===== src/rtl/core/wsfpe_pkg.sv =====
// ----------------------------------------------------------------------------
// wsfpe_pkg
// shared constants, codes and control types of the ws2812 frame encoder
// ----------------------------------------------------------------------------
package wsfpe_pkg;

  // frame geometry
  localparam int LED_COUNT         = 64;
  localparam int LEAD_RESET_SLOTS  = 64;
  localparam int TRAIL_RESET_SLOTS = 64;
  localparam int BITS_PER_LED      = 24;
  localparam int DATA_SLOTS        = LED_COUNT * BITS_PER_LED;
  localparam int FRAME_SLOTS       = LEAD_RESET_SLOTS + DATA_SLOTS + 1 + TRAIL_RESET_SLOTS;
  localparam int SLOT_W            = $clog2(FRAME_SLOTS);
  localparam int LED_AW            = (LED_COUNT > 1) ? $clog2(LED_COUNT) : 1;
  localparam int BIT_W             = $clog2(BITS_PER_LED);

  // field widths
  localparam int CH_W    = 8;
  localparam int DUTY_W  = 10;
  localparam int IDX_W   = 8;
  localparam int FUNC_W  = 2;
  localparam int WORD_W  = 3 * CH_W;
  localparam int CFG_AW  = 2;
  localparam int CFG_DW  = 10;

  // divider widths
  localparam int DIVD_W  = 2 * CH_W;
  localparam int DIVS_W  = CH_W + 1;

  // white mixing: x / 7 as (x * 2341) >> 14, exact for x up to 6 * 255
  localparam int MIX_NW    = 11;
  localparam int MIX_PW    = 23;
  localparam int MIX_RECIP = 2341;
  localparam int MIX_SHIFT = 14;

  // register reset values
  localparam logic [CH_W-1:0]   BRIGHT_RST = 8'd255;
  localparam logic [DUTY_W-1:0] ONE_RST    = 10'd60;
  localparam logic [DUTY_W-1:0] ZERO_RST   = 10'd30;
  localparam logic [DUTY_W-1:0] RESET_RST  = 10'd0;

  // register indexes
  localparam logic [CFG_AW-1:0] REG_BRIGHT = 2'd0;
  localparam logic [CFG_AW-1:0] REG_ONE    = 2'd1;
  localparam logic [CFG_AW-1:0] REG_ZERO   = 2'd2;
  localparam logic [CFG_AW-1:0] REG_RESET  = 2'd3;

  // item kinds
  localparam logic [FUNC_W-1:0] FUNC_SET_RGB  = 2'd0;
  localparam logic [FUNC_W-1:0] FUNC_SET_RGBW = 2'd1;
  localparam logic [FUNC_W-1:0] FUNC_TICK     = 2'd2;
  localparam logic [FUNC_W-1:0] FUNC_CLEAR    = 2'd3;

  // divider operations of a pixel write
  localparam int OP_W = 2;
  localparam logic [OP_W-1:0] OP_SC_R  = 2'd0;
  localparam logic [OP_W-1:0] OP_SC_G  = 2'd1;
  localparam logic [OP_W-1:0] OP_SC_B  = 2'd2;

  typedef struct packed {
    logic            load;
    logic            clear;
    logic            mix;
    logic            div_start;
    logic            capture;
    logic [OP_W-1:0] op;
    logic            mem_wr;
    logic            mem_rd;
    logic            out_load;
  } cmd_t;

  typedef struct packed {
    logic div_done;
    logic m_zero;
    logic out_free;
  } sts_t;

endpackage


===== src/rtl/core/wsfpe_div.sv =====
// ----------------------------------------------------------------------------
// wsfpe_div
// restoring divider, one quotient bit per cycle
// ----------------------------------------------------------------------------
module wsfpe_div (
  input  logic                          clk,
  input  logic                          rst_n,
  input  logic                          start,
  input  logic [wsfpe_pkg::DIVD_W-1:0]  dividend,
  input  logic [wsfpe_pkg::DIVS_W-1:0]  divisor,
  output logic [wsfpe_pkg::DIVD_W-1:0]  quo,
  output logic                          busy,
  output logic                          done
);

  localparam int CNT_W = $clog2(wsfpe_pkg::DIVD_W);

  logic [wsfpe_pkg::DIVD_W-1:0] dvd_r;
  logic [wsfpe_pkg::DIVS_W-1:0] rem_r;
  logic [wsfpe_pkg::DIVS_W-1:0] dvs_r;
  logic [CNT_W-1:0]             cnt_r;
  logic                         busy_r;
  logic                         done_r;
  logic [wsfpe_pkg::DIVS_W:0]   trial;
  logic [wsfpe_pkg::DIVS_W:0]   diff;
  logic                         fits;

  assign trial = {rem_r, dvd_r[wsfpe_pkg::DIVD_W-1]};
  assign diff  = trial - {1'b0, dvs_r};
  assign fits  = (trial >= {1'b0, dvs_r});

  always_ff @(posedge clk) begin
    if (!rst_n) begin
      busy_r <= 1'b0;
      done_r <= 1'b0;
      cnt_r  <= '0;
    end else begin
      done_r <= 1'b0;
      if (start) begin
        busy_r <= 1'b1;
        cnt_r  <= '0;
      end else if (busy_r) begin
        cnt_r <= cnt_r + 1'b1;
        if (cnt_r == CNT_W'(wsfpe_pkg::DIVD_W - 1)) begin
          busy_r <= 1'b0;
          done_r <= 1'b1;
        end
      end
    end
  end

  // payload path
  always_ff @(posedge clk) begin
    if (start) begin
      dvd_r <= dividend;
      dvs_r <= divisor;
      rem_r <= '0;
    end else if (busy_r) begin
      if (fits) begin
        rem_r <= diff[wsfpe_pkg::DIVS_W-1:0];
      end else begin
        rem_r <= trial[wsfpe_pkg::DIVS_W-1:0];
      end
      dvd_r <= {dvd_r[wsfpe_pkg::DIVD_W-2:0], fits};
    end
  end

  assign quo  = dvd_r;
  assign busy = busy_r;
  assign done = done_r;

endmodule


===== src/rtl/core/wsfpe_dp.sv =====
// ----------------------------------------------------------------------------
// wsfpe_dp
// datapath: registers, pixel memory, divider, slot counters, output register
// ----------------------------------------------------------------------------
module wsfpe_dp (
  input  logic                           clk,
  input  logic                           rst_n,
  input  wsfpe_pkg::cmd_t                cmd,
  output wsfpe_pkg::sts_t                sts,
  input  logic [wsfpe_pkg::IDX_W-1:0]    in_pixel_index,
  input  logic [wsfpe_pkg::CH_W-1:0]     in_red,
  input  logic [wsfpe_pkg::CH_W-1:0]     in_green,
  input  logic [wsfpe_pkg::CH_W-1:0]     in_blue,
  input  logic [wsfpe_pkg::CH_W-1:0]     in_white,
  input  logic                           cfg_we,
  input  logic [wsfpe_pkg::CFG_AW-1:0]   cfg_addr,
  input  logic [wsfpe_pkg::CFG_DW-1:0]   cfg_wdata,
  output logic                           out_valid,
  input  logic                           out_ready,
  output logic [wsfpe_pkg::DUTY_W-1:0]   out_duty,
  output logic                           out_last
);

  localparam logic [wsfpe_pkg::SLOT_W-1:0] DATA_START =
    wsfpe_pkg::SLOT_W'(wsfpe_pkg::LEAD_RESET_SLOTS);
  localparam logic [wsfpe_pkg::SLOT_W-1:0] EXTRA_SLOT =
    wsfpe_pkg::SLOT_W'(wsfpe_pkg::LEAD_RESET_SLOTS + wsfpe_pkg::DATA_SLOTS);
  localparam logic [wsfpe_pkg::SLOT_W-1:0] LAST_SLOT =
    wsfpe_pkg::SLOT_W'(wsfpe_pkg::FRAME_SLOTS - 1);
  localparam logic [wsfpe_pkg::BIT_W-1:0] MSB_BIT =
    wsfpe_pkg::BIT_W'(wsfpe_pkg::BITS_PER_LED - 1);
  localparam logic [wsfpe_pkg::LED_AW-1:0] LAST_LED =
    wsfpe_pkg::LED_AW'(wsfpe_pkg::LED_COUNT - 1);

  // configuration
  logic [wsfpe_pkg::CH_W-1:0]   bright_r;
  logic [wsfpe_pkg::DUTY_W-1:0] one_r;
  logic [wsfpe_pkg::DUTY_W-1:0] zero_r;
  logic [wsfpe_pkg::DUTY_W-1:0] rst_duty_r;

  // pixel write operands
  logic [wsfpe_pkg::LED_AW-1:0] addr_r;
  logic [wsfpe_pkg::CH_W-1:0]   red_r;
  logic [wsfpe_pkg::CH_W-1:0]   green_r;
  logic [wsfpe_pkg::CH_W-1:0]   blue_r;
  logic [wsfpe_pkg::CH_W-1:0]   white_r;
  logic [wsfpe_pkg::WORD_W-1:0] word_r;
  logic [wsfpe_pkg::CH_W-1:0]   max_c;
  logic [wsfpe_pkg::CH_W-1:0]   sel_c;
  logic [wsfpe_pkg::DIVD_W-1:0] prod;
  logic [wsfpe_pkg::DIVD_W-1:0] div_dvd;
  logic [wsfpe_pkg::DIVS_W-1:0] div_dvs;
  logic [wsfpe_pkg::DIVD_W-1:0] div_quo;
  logic                         div_busy;
  logic                         div_done;
  logic [wsfpe_pkg::CH_W-1:0]   white_q;
  logic [wsfpe_pkg::CH_W-1:0]   mix_red;
  logic [wsfpe_pkg::CH_W-1:0]   mix_green;
  logic [wsfpe_pkg::CH_W-1:0]   mix_blue;

  // pixel memory
  logic [wsfpe_pkg::WORD_W-1:0]    mem [wsfpe_pkg::LED_COUNT];
  logic [wsfpe_pkg::LED_COUNT-1:0] valid_r;
  logic [wsfpe_pkg::WORD_W-1:0]    rd_word_r;
  logic                            rd_vld_r;
  logic [wsfpe_pkg::WORD_W-1:0]    wr_word;

  // slot position
  logic [wsfpe_pkg::SLOT_W-1:0] slot_r;
  logic [wsfpe_pkg::BIT_W-1:0]  bit_r;
  logic [wsfpe_pkg::LED_AW-1:0] led_r;
  logic                         in_data;
  logic                         frame_end;
  logic [wsfpe_pkg::DUTY_W-1:0] duty_sel;

  // output register
  logic                         out_valid_r;
  logic [wsfpe_pkg::DUTY_W-1:0] out_duty_r;
  logic                         out_last_r;
  logic                         out_free;

  // floor(x / 7) by reciprocal multiply
  function automatic logic [wsfpe_pkg::CH_W-1:0] div7(
    input logic [wsfpe_pkg::MIX_NW-1:0] x
  );
    logic [wsfpe_pkg::MIX_PW-1:0] p;
    p = wsfpe_pkg::MIX_PW'(x) * wsfpe_pkg::MIX_PW'(wsfpe_pkg::MIX_RECIP);
    return p[wsfpe_pkg::MIX_SHIFT +: wsfpe_pkg::CH_W];
  endfunction

  function automatic logic [wsfpe_pkg::MIX_NW-1:0] times6(
    input logic [wsfpe_pkg::CH_W-1:0] c
  );
    return (wsfpe_pkg::MIX_NW'(c) << 2) + (wsfpe_pkg::MIX_NW'(c) << 1);
  endfunction

  // configuration writes
  always_ff @(posedge clk) begin
    if (!rst_n) begin
      bright_r   <= wsfpe_pkg::BRIGHT_RST;
      one_r      <= wsfpe_pkg::ONE_RST;
      zero_r     <= wsfpe_pkg::ZERO_RST;
      rst_duty_r <= wsfpe_pkg::RESET_RST;
    end else if (cfg_we) begin
      case (cfg_addr)
        wsfpe_pkg::REG_BRIGHT: bright_r   <= cfg_wdata[wsfpe_pkg::CH_W-1:0];
        wsfpe_pkg::REG_ONE:    one_r      <= cfg_wdata[wsfpe_pkg::DUTY_W-1:0];
        wsfpe_pkg::REG_ZERO:   zero_r     <= cfg_wdata[wsfpe_pkg::DUTY_W-1:0];
        wsfpe_pkg::REG_RESET:  rst_duty_r <= cfg_wdata[wsfpe_pkg::DUTY_W-1:0];
        default: ;
      endcase
    end
  end

  // largest channel
  always_comb begin
    max_c = red_r;
    if (green_r > max_c) max_c = green_r;
    if (blue_r > max_c) max_c = blue_r;
  end

  always_comb begin
    case (cmd.op)
      wsfpe_pkg::OP_SC_G: sel_c = green_r;
      wsfpe_pkg::OP_SC_B: sel_c = blue_r;
      default:            sel_c = red_r;
    endcase
  end

  assign prod = wsfpe_pkg::DIVD_W'(sel_c) * wsfpe_pkg::DIVD_W'(bright_r);

  // white mixing: floor(6c/7) + floor(w/7), at most 254
  assign white_q   = div7(wsfpe_pkg::MIX_NW'(white_r));
  assign mix_red   = div7(times6(red_r)) + white_q;
  assign mix_green = div7(times6(green_r)) + white_q;
  assign mix_blue  = div7(times6(blue_r)) + white_q;

  // scaling: channel times brightness over largest channel
  assign div_dvd = prod;
  assign div_dvs = {1'b0, max_c};

  wsfpe_div u_div (
    .clk      (clk),
    .rst_n    (rst_n),
    .start    (cmd.div_start),
    .dividend (div_dvd),
    .divisor  (div_dvs),
    .quo      (div_quo),
    .busy     (div_busy),
    .done     (div_done)
  );

  // operand and result registers
  always_ff @(posedge clk) begin
    if (cmd.load) begin
      addr_r  <= wsfpe_pkg::LED_AW'(in_pixel_index % wsfpe_pkg::LED_COUNT);
      red_r   <= in_red;
      green_r <= in_green;
      blue_r  <= in_blue;
      white_r <= in_white;
    end else if (cmd.mix) begin
      red_r   <= mix_red;
      green_r <= mix_green;
      blue_r  <= mix_blue;
    end else if (cmd.capture) begin
      case (cmd.op)
        wsfpe_pkg::OP_SC_R:  word_r[15:8] <= div_quo[wsfpe_pkg::CH_W-1:0];
        wsfpe_pkg::OP_SC_G:  word_r[23:16] <= div_quo[wsfpe_pkg::CH_W-1:0];
        wsfpe_pkg::OP_SC_B:  word_r[7:0] <= div_quo[wsfpe_pkg::CH_W-1:0];
        default: ;
      endcase
    end
  end

  // black colour stores zero, scaling is skipped
  assign wr_word = (max_c == '0) ? '0 : word_r;

  always_ff @(posedge clk) begin
    if (cmd.mem_wr) begin
      mem[addr_r] <= wr_word;
    end
    if (cmd.mem_rd) begin
      rd_word_r <= mem[led_r];
      rd_vld_r  <= valid_r[led_r];
    end
  end

  always_ff @(posedge clk) begin
    if (!rst_n) begin
      valid_r <= '0;
    end else if (cmd.clear) begin
      valid_r <= '0;
    end else if (cmd.mem_wr) begin
      valid_r[addr_r] <= 1'b1;
    end
  end

  // slot decode
  assign in_data   = (slot_r >= DATA_START) && (slot_r < EXTRA_SLOT);
  assign frame_end = (slot_r == LAST_SLOT);

  always_comb begin
    if (in_data) begin
      duty_sel = (rd_vld_r && rd_word_r[bit_r]) ? one_r : zero_r;
    end else if (slot_r == EXTRA_SLOT) begin
      duty_sel = zero_r;
    end else begin
      duty_sel = rst_duty_r;
    end
  end

  always_ff @(posedge clk) begin
    if (!rst_n) begin
      slot_r <= '0;
      bit_r  <= MSB_BIT;
      led_r  <= '0;
    end else if (cmd.out_load) begin
      if (frame_end) begin
        slot_r <= '0;
        bit_r  <= MSB_BIT;
        led_r  <= '0;
      end else begin
        slot_r <= slot_r + 1'b1;
        if (in_data) begin
          if (bit_r == '0) begin
            bit_r <= MSB_BIT;
            led_r <= (led_r == LAST_LED) ? '0 : led_r + 1'b1;
          end else begin
            bit_r <= bit_r - 1'b1;
          end
        end
      end
    end
  end

  // output register
  assign out_free = !out_valid_r || out_ready;

  always_ff @(posedge clk) begin
    if (!rst_n) begin
      out_valid_r <= 1'b0;
    end else if (cmd.out_load) begin
      out_valid_r <= 1'b1;
    end else if (out_ready) begin
      out_valid_r <= 1'b0;
    end
  end

  always_ff @(posedge clk) begin
    if (cmd.out_load) begin
      out_duty_r <= duty_sel;
      out_last_r <= frame_end;
    end
  end

  assign out_valid = out_valid_r;
  assign out_duty  = out_duty_r;
  assign out_last  = out_last_r;

  assign sts.div_done = div_done;
  assign sts.m_zero   = (max_c == '0);
  assign sts.out_free = out_free;

  // assertions
  a_wr_not_busy: assert property (@(posedge clk) disable iff (!rst_n)
    cmd.mem_wr |-> !div_busy)
    else $error("pixel write while divider busy");

  a_load_free: assert property (@(posedge clk) disable iff (!rst_n)
    cmd.out_load |-> out_free)
    else $error("output overwritten before taken");

  a_frame_wrap: assert property (@(posedge clk) disable iff (!rst_n)
    (cmd.out_load && frame_end) |=> (slot_r == '0 && bit_r == MSB_BIT && led_r == '0))
    else $error("slot counters not rewound at frame end");

  a_done_after_busy: assert property (@(posedge clk) disable iff (!rst_n)
    div_done |-> $past(div_busy))
    else $error("divider done without run");

endmodule


===== src/rtl/core/wsfpe_ctrl.sv =====
// ----------------------------------------------------------------------------
// wsfpe_ctrl
// controller: item decode, mixing, divider sequencing, tick read and output
// ----------------------------------------------------------------------------
module wsfpe_ctrl (
  input  logic                          clk,
  input  logic                          rst_n,
  input  logic                          in_tvalid,
  input  logic [wsfpe_pkg::FUNC_W-1:0]  in_func,
  output logic                          in_tready,
  output wsfpe_pkg::cmd_t               cmd,
  input  wsfpe_pkg::sts_t               sts
);

  localparam logic [2:0] S_IDLE     = 3'd0;
  localparam logic [2:0] S_START    = 3'd1;
  localparam logic [2:0] S_WAIT     = 3'd2;
  localparam logic [2:0] S_WRITE    = 3'd3;
  localparam logic [2:0] S_TICK_RD  = 3'd4;
  localparam logic [2:0] S_TICK_OUT = 3'd5;
  localparam logic [2:0] S_MIX      = 3'd6;

  logic [2:0]                 state_r, state_nxt;
  logic [wsfpe_pkg::OP_W-1:0] op_r, op_nxt;
  logic                       accept;

  assign in_tready = (state_r == S_IDLE);
  assign accept    = in_tvalid && in_tready;

  always_comb begin
    state_nxt     = state_r;
    op_nxt        = op_r;
    cmd           = '0;
    cmd.op        = op_r;
    case (state_r)
      S_IDLE: begin
        if (accept) begin
          cmd.load = 1'b1;
          case (in_func)
            wsfpe_pkg::FUNC_SET_RGB: begin
              op_nxt    = wsfpe_pkg::OP_SC_R;
              state_nxt = S_START;
            end
            wsfpe_pkg::FUNC_SET_RGBW: begin
              op_nxt    = wsfpe_pkg::OP_SC_R;
              state_nxt = S_MIX;
            end
            wsfpe_pkg::FUNC_TICK: state_nxt = S_TICK_RD;
            default: cmd.clear = 1'b1;
          endcase
        end
      end
      S_MIX: begin
        cmd.mix   = 1'b1;
        state_nxt = S_START;
      end
      S_START: begin
        if (sts.m_zero) begin
          state_nxt = S_WRITE;
        end else begin
          cmd.div_start = 1'b1;
          state_nxt     = S_WAIT;
        end
      end
      S_WAIT: begin
        if (sts.div_done) begin
          cmd.capture = 1'b1;
          state_nxt   = S_START;
          case (op_r)
            wsfpe_pkg::OP_SC_R:  op_nxt = wsfpe_pkg::OP_SC_G;
            wsfpe_pkg::OP_SC_G:  op_nxt = wsfpe_pkg::OP_SC_B;
            default:             state_nxt = S_WRITE;
          endcase
        end
      end
      S_WRITE: begin
        cmd.mem_wr = 1'b1;
        state_nxt  = S_IDLE;
      end
      S_TICK_RD: begin
        cmd.mem_rd = 1'b1;
        state_nxt  = S_TICK_OUT;
      end
      S_TICK_OUT: begin
        if (sts.out_free) begin
          cmd.out_load = 1'b1;
          state_nxt    = S_IDLE;
        end
      end
      default: state_nxt = S_IDLE;
    endcase
  end

  always_ff @(posedge clk) begin
    if (!rst_n) begin
      state_r <= S_IDLE;
      op_r    <= wsfpe_pkg::OP_SC_R;
    end else begin
      state_r <= state_nxt;
      op_r    <= op_nxt;
    end
  end

endmodule


===== src/rtl/core/ws2812_frame_pwm_encoder.sv =====
// ----------------------------------------------------------------------------
// ws2812_frame_pwm_encoder
// ws2812 frame encoder: scaled pixel store and per-slot pwm compare output
// ----------------------------------------------------------------------------
// tick: pixel memory read, then out register load, after which the next item is
// taken while the out register is free, else the tick waits until it is taken
// set rgb: red, green and blue scale divisions, then the write, then the next item
// set rgbw: a white mixing step comes first; a black colour skips scaling
// clear: done at accept; the bit-serial divider sets the pixel write time
// synchronous active-low reset: registers to defaults, slot position zero,
// pixel valid bits cleared at once so every pixel reads as zero, no sweep
// ----------------------------------------------------------------------------
module ws2812_frame_pwm_encoder (
  input  logic        clk,
  input  logic        rst_n,
  // input items
  input  logic        in_tvalid,
  output logic        in_tready,
  input  logic [39:0] in_tdata,   // pixel_index, red, green, blue, white
  input  logic [1:0]  in_tuser,   // func
  // result items
  output logic        out_tvalid,
  input  logic        out_tready,
  output logic [15:0] out_tdata,  // duty, zero pad
  output logic        out_tlast,  // frame_end
  // configuration writes
  input  logic        cfg_we,
  input  logic [1:0]  cfg_addr,
  input  logic [9:0]  cfg_wdata
);

  wsfpe_pkg::cmd_t               cmd;
  wsfpe_pkg::sts_t               sts;
  logic [wsfpe_pkg::DUTY_W-1:0]  duty;

  // controller sequences decode, mixing, divider runs, tick read and output load
  wsfpe_ctrl u_ctrl (
    .clk       (clk),
    .rst_n     (rst_n),
    .in_tvalid (in_tvalid),
    .in_func   (in_tuser),
    .in_tready (in_tready),
    .cmd       (cmd),
    .sts       (sts)
  );

  // datapath holds registers, pixel memory, divider and slot counters
  wsfpe_dp u_dp (
    .clk            (clk),
    .rst_n          (rst_n),
    .cmd            (cmd),
    .sts            (sts),
    .in_pixel_index (in_tdata[7:0]),
    .in_red         (in_tdata[15:8]),
    .in_green       (in_tdata[23:16]),
    .in_blue        (in_tdata[31:24]),
    .in_white       (in_tdata[39:32]),
    .cfg_we         (cfg_we),
    .cfg_addr       (cfg_addr),
    .cfg_wdata      (cfg_wdata),
    .out_valid      (out_tvalid),
    .out_ready      (out_tready),
    .out_duty       (duty),
    .out_last       (out_tlast)
  );

  // duty in the low bits, rest of the byte pair zero
  assign out_tdata = {6'd0, duty};

endmodule


===== config.mk =====
export PLATFORM = sky130hd
export DESIGN_NAME = ws2812_frame_pwm_encoder
export DESIGN_NICKNAME = d
export VERILOG_FILES = /design/src/rtl/core/wsfpe_pkg.sv /design/src/rtl/core/wsfpe_div.sv /design/src/rtl/core/wsfpe_dp.sv /design/src/rtl/core/wsfpe_ctrl.sv /design/src/rtl/core/ws2812_frame_pwm_encoder.sv
export SDC_FILE = /design/constraint.sdc
export NUM_CORES = 2
export LEC_CHECK = 0
export ABC_AREA = 0
export BUFFER_PORTS_ARGS = -buffer_cell sky130_fd_sc_hd__buf_2
export CAP_MARGIN = 10
export CORE_MARGIN = 2
export CORE_UTILIZATION = 50
export CTS_BUF_LIST = sky130_fd_sc_hd__clkbuf_8 sky130_fd_sc_hd__clkbuf_16
export CTS_CLUSTER_DIAMETER = 120
export DETAILED_ROUTE_END_ITERATION = 10
export PLACE_DENSITY = 0.68
export SLEW_MARGIN = 20
export SYNTH_ARGS = -nofsm -noshare
export SYNTH_HDL_FRONTEND = slang
export SYNTH_SLANG_ARGS = --single-unit
export TNS_END_PERCENT = 50

===== constraint.sdc =====
create_clock -name clk -period 7.5 [get_ports clk]
set_input_delay 1.5 -clock clk [delete_from_list [all_inputs] [get_ports clk]]
set_output_delay 1.5 -clock clk [all_outputs]
set_load 0.05 [all_outputs]

Word level (Yosys, flattened, before mapping)
Memories as Yosys holds them, arrays and structs flattened. A register that Yosys moved wholly into a read port is not among the register bits.
Cells that the tools add are included.

cells by class
  bitwise logic cells = 5
  $add $sub $neg = 11
  eq/ne operators = 23
  magnitude comparators = 9
  multipliers = 5
  reduce and logical (&&, ||, !) cells = 35
  muxes and demuxes = 62

operator list
  operator                  number
  $mul A11 B12 Y22 const B  3
  $mux W8                   8
  $or A64 B64 Y64           1
  $add A10 B9 Y11           3
  $mux W16                  2
  $mux W10                  3
  $add A8 B6 Y8             3
  $mux W24                  1
  $mux W6                   4
  $eq A11 B11 Y1 const B    2
  $mux W1                   22
  $mul A8 B12 Y20 const B   1
  $pmux W3 S6               1
  $gt A8 B8 Y1              2
  $mul A8 B8 Y16            1
  $pmux W8 S2               1
  $reduce_and A4 Y1         4
  $mux W5                   3
  $lt A6 B7 Y1 const B      2
  $mux W2                   6
  $reduce_bool A2 Y1        6
  $add A11 B1 Y11 const B   1
  $ge A11 B7 Y1 const B     1
  $lt A11 B11 Y1 const B    1
  39 further kinds          68

word-level totals
  register bits = 243
  RAM bits = 1536
  memories = 1
  bits of input ports = 59

memories
  name      depth  width  rd ports  clocked after Yosys merged registers in  wr ports  RTL line        source
  u_dp.mem  64     24     1         1                                        1         wsfpe_dp.sv:62  logic [wsfpe_pkg::WORD_W-1:0] mem [wsfpe_pkg::LED_COUNT];

Logic depth before layout (Yosys ltp)
  word-level depth = 8
  mapped depth = 33
  gate-level depth less buffers = 33

Hierarchy
Synthesis repeated with hierarchy kept, for this count alone.

unflattened totals
  cell total of the unflattened synthesis = 4307
  area, all modules = 79115.9 um^2

modules (own cells, without submodules)
  module                    cells an instance  area each (um^2)  instances
  wsfpe_dp                  4066               76568.4           1
  wsfpe_div                 180                2057.0            1
  wsfpe_ctrl                54                 441.7             1
  ws2812_frame_pwm_encoder  7                  48.8              1

Least setup slack after synthesis
Ideal clock, no wire load.

  path kind = reg2reg
  from = register u_dp.blue_r[0] in the netlist's numbering
  to = register u_dp.blue_r[7] in the netlist's numbering (data pin)
  period minus slack after synthesis = 7.336 ns
  path slack = 0.164 ns
  buffers on the path = 0
  data required time = 7.348 ns
  data arrival time = 7.185 ns
  cell stages (with the launch flop) = 32
  cells stage by stage = edfxtp_1 > ha_1 > fa_1 > a21o_1 > a21oi_1 > nor2b_1 > o41ai_1 > inv_1 > ha_1 > xor2_1 > ha_1 > a21oi_1 > fa_1 > inv_1 > fa_1 > ha_1 > ha_1 > nor4_1 > nand2_1 > o21ai_1 > nand2_1 > and2_1 > a31oi_1 > xnor2_1 > ha_1 > or2_2 > a21oi_1 > a2111oi_0 > o21a_1 > or4b_1 > or3_1 > a31oi_1

between the ends
  cells in the longest elaborated chain, start to end = 5

RTL lines
  item                    RTL line         source
  start, declared         wsfpe_dp.sv:45   logic [wsfpe_pkg::CH_W-1:0] blue_r;
  start signal, assigned  wsfpe_dp.sv:159  blue_r <= in_blue;
  start signal, assigned  wsfpe_dp.sv:164  blue_r <= mix_blue;
  $add A10 B9 Y11         wsfpe_dp.sv:94   return (wsfpe_pkg::MIX_NW'(c) << 2) + (wsfpe_pkg::MIX_NW'(c) << 1);
  $mul A11 B12 Y22        wsfpe_dp.sv:87   p = wsfpe_pkg::MIX_PW'(x) * wsfpe_pkg::MIX_PW'(wsfpe_pkg::MIX_RECIP);
  $add A8 B6 Y8           wsfpe_dp.sv:136  assign mix_blue = div7(times6(blue_r)) + white_q;
  $mux W8                 wsfpe_dp.sv:161  end else if (cmd.mix) begin
  $mux W8                 wsfpe_dp.sv:155  if (cmd.load) begin

No other way between the ends. The select of a mux whose other input is x is not followed.
A chain may end at the register's enable or synchronous reset.

Worst setup path after layout
  from = register u_dp.blue_r[1] in the netlist's numbering
  to = register u_dp.blue_r[7] in the netlist's numbering (data pin)

The elaborated chain is that of the path after synthesis.

==> flow_metrics.py <==
metrics = {
    "timing": {
        "slew_headroom": 0.201,
        "setup_viol": 0,
        "tightest_slew_ns": 1.18,
        "rsz0062_at_grt": "yes",
        "fin_crit_ns": 7.19,
        "clock.fmax_mhz": 139,
        "clock_skew_ns": 0.0602,
        "slew_violations": 0,
        "final-hold-violation-count": 0,
        "timing.final.crit_share": 0.958,
    },
    "placement": {
        "globalplace.congestion": 0.808,
        "numPortBuffers": 69,
        "dpl_cell_area_sq_um": 82300,
        "hpwl_microns": 106000,
        "placed_cells": 6315,
    },
    "detailed_routing": {
        "wirelength_microns": 179000,
        "via_per_inst": 5.98,
        "drt_iter0_drc": 3850,
        "antenna_left": 0,
        "vias": 39900,
        "post_drt_wl_per_cell_microns": 26.8,
        "first_pass_iters": 8,
        "drc": 0,
    },
    "hold_path": {
        "hold_end": "u_dp.valid_r[63]",
        "whs_path_depth": 1,
        "hp-class": "reg -> reg",
        "hold_start": "u_dp.valid_r[63]",
    },
    "clock_network": {
        "h-tree-depth": 4,
        "clkTransAtPathRegs_ns": 0.06,
        "cts_tree": "yes",
        "cts_buffers": 178,
        "clockBufferDepth": 3,
        "cts-root-buf": "clkbuf_16",
        "cts_hold_buf": 0,
        "clk_latency_ns": 0.81,
        "cts_sinks": 1803,
    },
    "cells_and_area": {
        "fin_cells": 6673,
        "finalNetCount": 4935,
        "area_growth_pct": 13.1,
        "design_area_sq_um": 89000,
        "drive_gt1_frac": 0.248,
    },
    "floorplan": {
        "core_area_sq_um": 156000,
        "die-area_sq_um": 161000,
        "rows": 145,
        "die_h_microns": 401,
        "start_util": 0.504,
        "io_pins": 78,
        "die_x_microns": 401,
    },
    "critical_path": {
        "crit_top_cell": "buf_4",
        "critical_path_required_ns": 8.12,
        "cp_slowest_cell": "fa_1",
        "regToRegEndpoint": "u_dp.blue_r[7]",
        "cp-end-kind": "flop",
        "worstPathArrival_ns": 7.80,
        "critical_path_class": "reg -> reg",
        "reg2reg_depth": 30,
        "slowest_delay_ns": 0.53,
        "critPathMaxFanout": 4,
        "regToRegStartpoint": "u_dp.blue_r[1]",
        "ff2ff_setup_slack_ns": 0.31,
        "cp-start-kind": "flop",
    },
    "run": {
        "max-cap-violations": 0,
    },
    "global_routing": {
        "grt-ovfl-total": 0,
        "first_global_vias": 40600,
        "grt_antenna_before_repair": 7,
        "grt_max_degree": 132,
        "track_usage": 0.224,
        "grt_pass1_wl_microns": 264000,
    },
    "yosys": {
        "ys_types": 81,
        "synth_area_per_cell_sq_um": 18.4,
        "yosysWarnings": 0,
        "async_flop_share": 0,
        "synth_top_area_frac": 0.633,
        "synth_seq_cells": 1803,
        "syn_area_sq_um": 78700,
        "synth_edf_count": 1658,
        "synthTopCellsByArea": "edfxtp_1, mux4_2, ha_1",
        "synth-seq-area-share": 0.669,
        "synthCells": 4266,
        "yosysMostFrequentCell": "edfxtp_1",
        "yosysTopAreaCell": "edfxtp_1",
        "synth_common_cells": "edfxtp_1, mux4_2, ha_1, nor2_1, inv_1",
        "ys.flop_type": "edfxtp_1",
    },
    "status": {
        "status": "complete, no violations",
    },
}
metrics by stage:
| stage | utilization | setup TNS, ns | worst slack [ns] | hold WS [ns] |
|---|---|---|---|---|
| finish | 0.570 | 0 | 0.313 | 0.461 |
| global route | 0.570 | -0.137 | -0.0581 | 0.470 |
| CTS | 0.565 | 0 | 0.0282 | 0.463 |
| detailed placement | 0.527 | -0.0990 | -0.0990 | 0.449 |
| global placement | 0.526 | -0.0755 | -0.0755 | 0.441 |
| floorplan | - | 0 | 0.164 | 0.435 |
per-layer routing:
layer,GRT usage,part of all wire
met5,0,0.000089
met4,0.0613,0.024
met3,0.0368,0.074
met2,0.374,0.50
met1,0.307,0.41
flip-flops by register name (all words and copies together) (netlist names), 11 cells and up:
signal          count
u_dp.valid_r       64
u_dp.word_r        24
u_dp.u_div.quo     16
u_dp.mem         1536
u_dp.rd_word_r     24
u_dp.slot_r        11
logic make-up after synthesis:
kind of cell | Yosys count | share of synthesized area
buffers and inverters | 377 | 0.0190
muxes | 563 | 0.157
and+or+nand+nor | 645 | 0.0390
adders and majority gates | 413 | 0.0738
AOI/OAI and AO/OA | 364 | 0.0309
DFF | 1803 | 0.669
xor gates and xnor gates | 100 | 0.0111
other | 1 | 0.0000476
cell type report:
cell class	count	area, sq um
antenna	2	5.00
clock buffer	186	4600
clock inverter	143	1340
fill	11500	67200
inverter	202	761
multi-input combinational	2091	25300
sequential	1803	52700
tap	2058	2570
timing repair buffer	188	1690
repair_timing:
action | in CTS | in global routing
pin swaps | 0 | 19
gates resized for setup | 5 | 44
setup endpoints to repair | 1 | 6
buffers inserted | 0 | 8
endpoints found under the hold margin | 0 | 0
gates cloned | 0 | 0
critical path, delay by kind of cell, from the launching register on:
family | cells | cell delay [ns]
AO/OA/AOI/OAI | 10 | 1.64
XOR/XNOR | 1 | 0.09
buffers and inverters | 4 | 0.59
flip-flops | 1 | 0.40
adder cells (fa/ha/maj) | 7 | 2.43
AND/OR/NAND/NOR | 8 | 1.88
cell usage in the layout, fill, tap and decap left out, types with 24 or more instances in the layout:
cell type     n
edfxtp_1   1658
mux4_2      531
ha_1        317
inv_1       239
clkbuf_16   181
nand2_1     179
nor2_1      144
dfxtp_1     139
buf_4        90
fa_1         83
a21oi_1      81
o21a_1       80
buf_2        69
xnor2_1      66
nor2_4       65
o21ai_0      36
nand3_1      35
nor2b_1      34
clkinv_1     34
xor2_1       32
a21boi_0     29
clkinv_2     29
and2_1       26
a21o_1       24
worst max-delay path by stage:
stage	startpoint	end	slack, ns	cells after the start
6_report	u_dp.blue_r[1]	u_dp.blue_r[7]	0.31	30
5_1_grt	u_dp.blue_r[0]	u_dp.blue_r[7]	-0.06	33
4_1_cts	u_dp.blue_r[0]	u_dp.blue_r[7]	0.03	32
3_5_place_dp	u_dp.blue_r[0]	u_dp.blue_r[7]	-0.1	32
3_3_place_gp	u_dp.blue_r[0]	u_dp.blue_r[7]	-0.08	32
2_1_floorplan	u_dp.blue_r[0]	u_dp.blue_r[7]	0.16	31
Power is not shown: default switching activity piles up to over one toggle a cycle in this logic, so the estimate is an artifact.
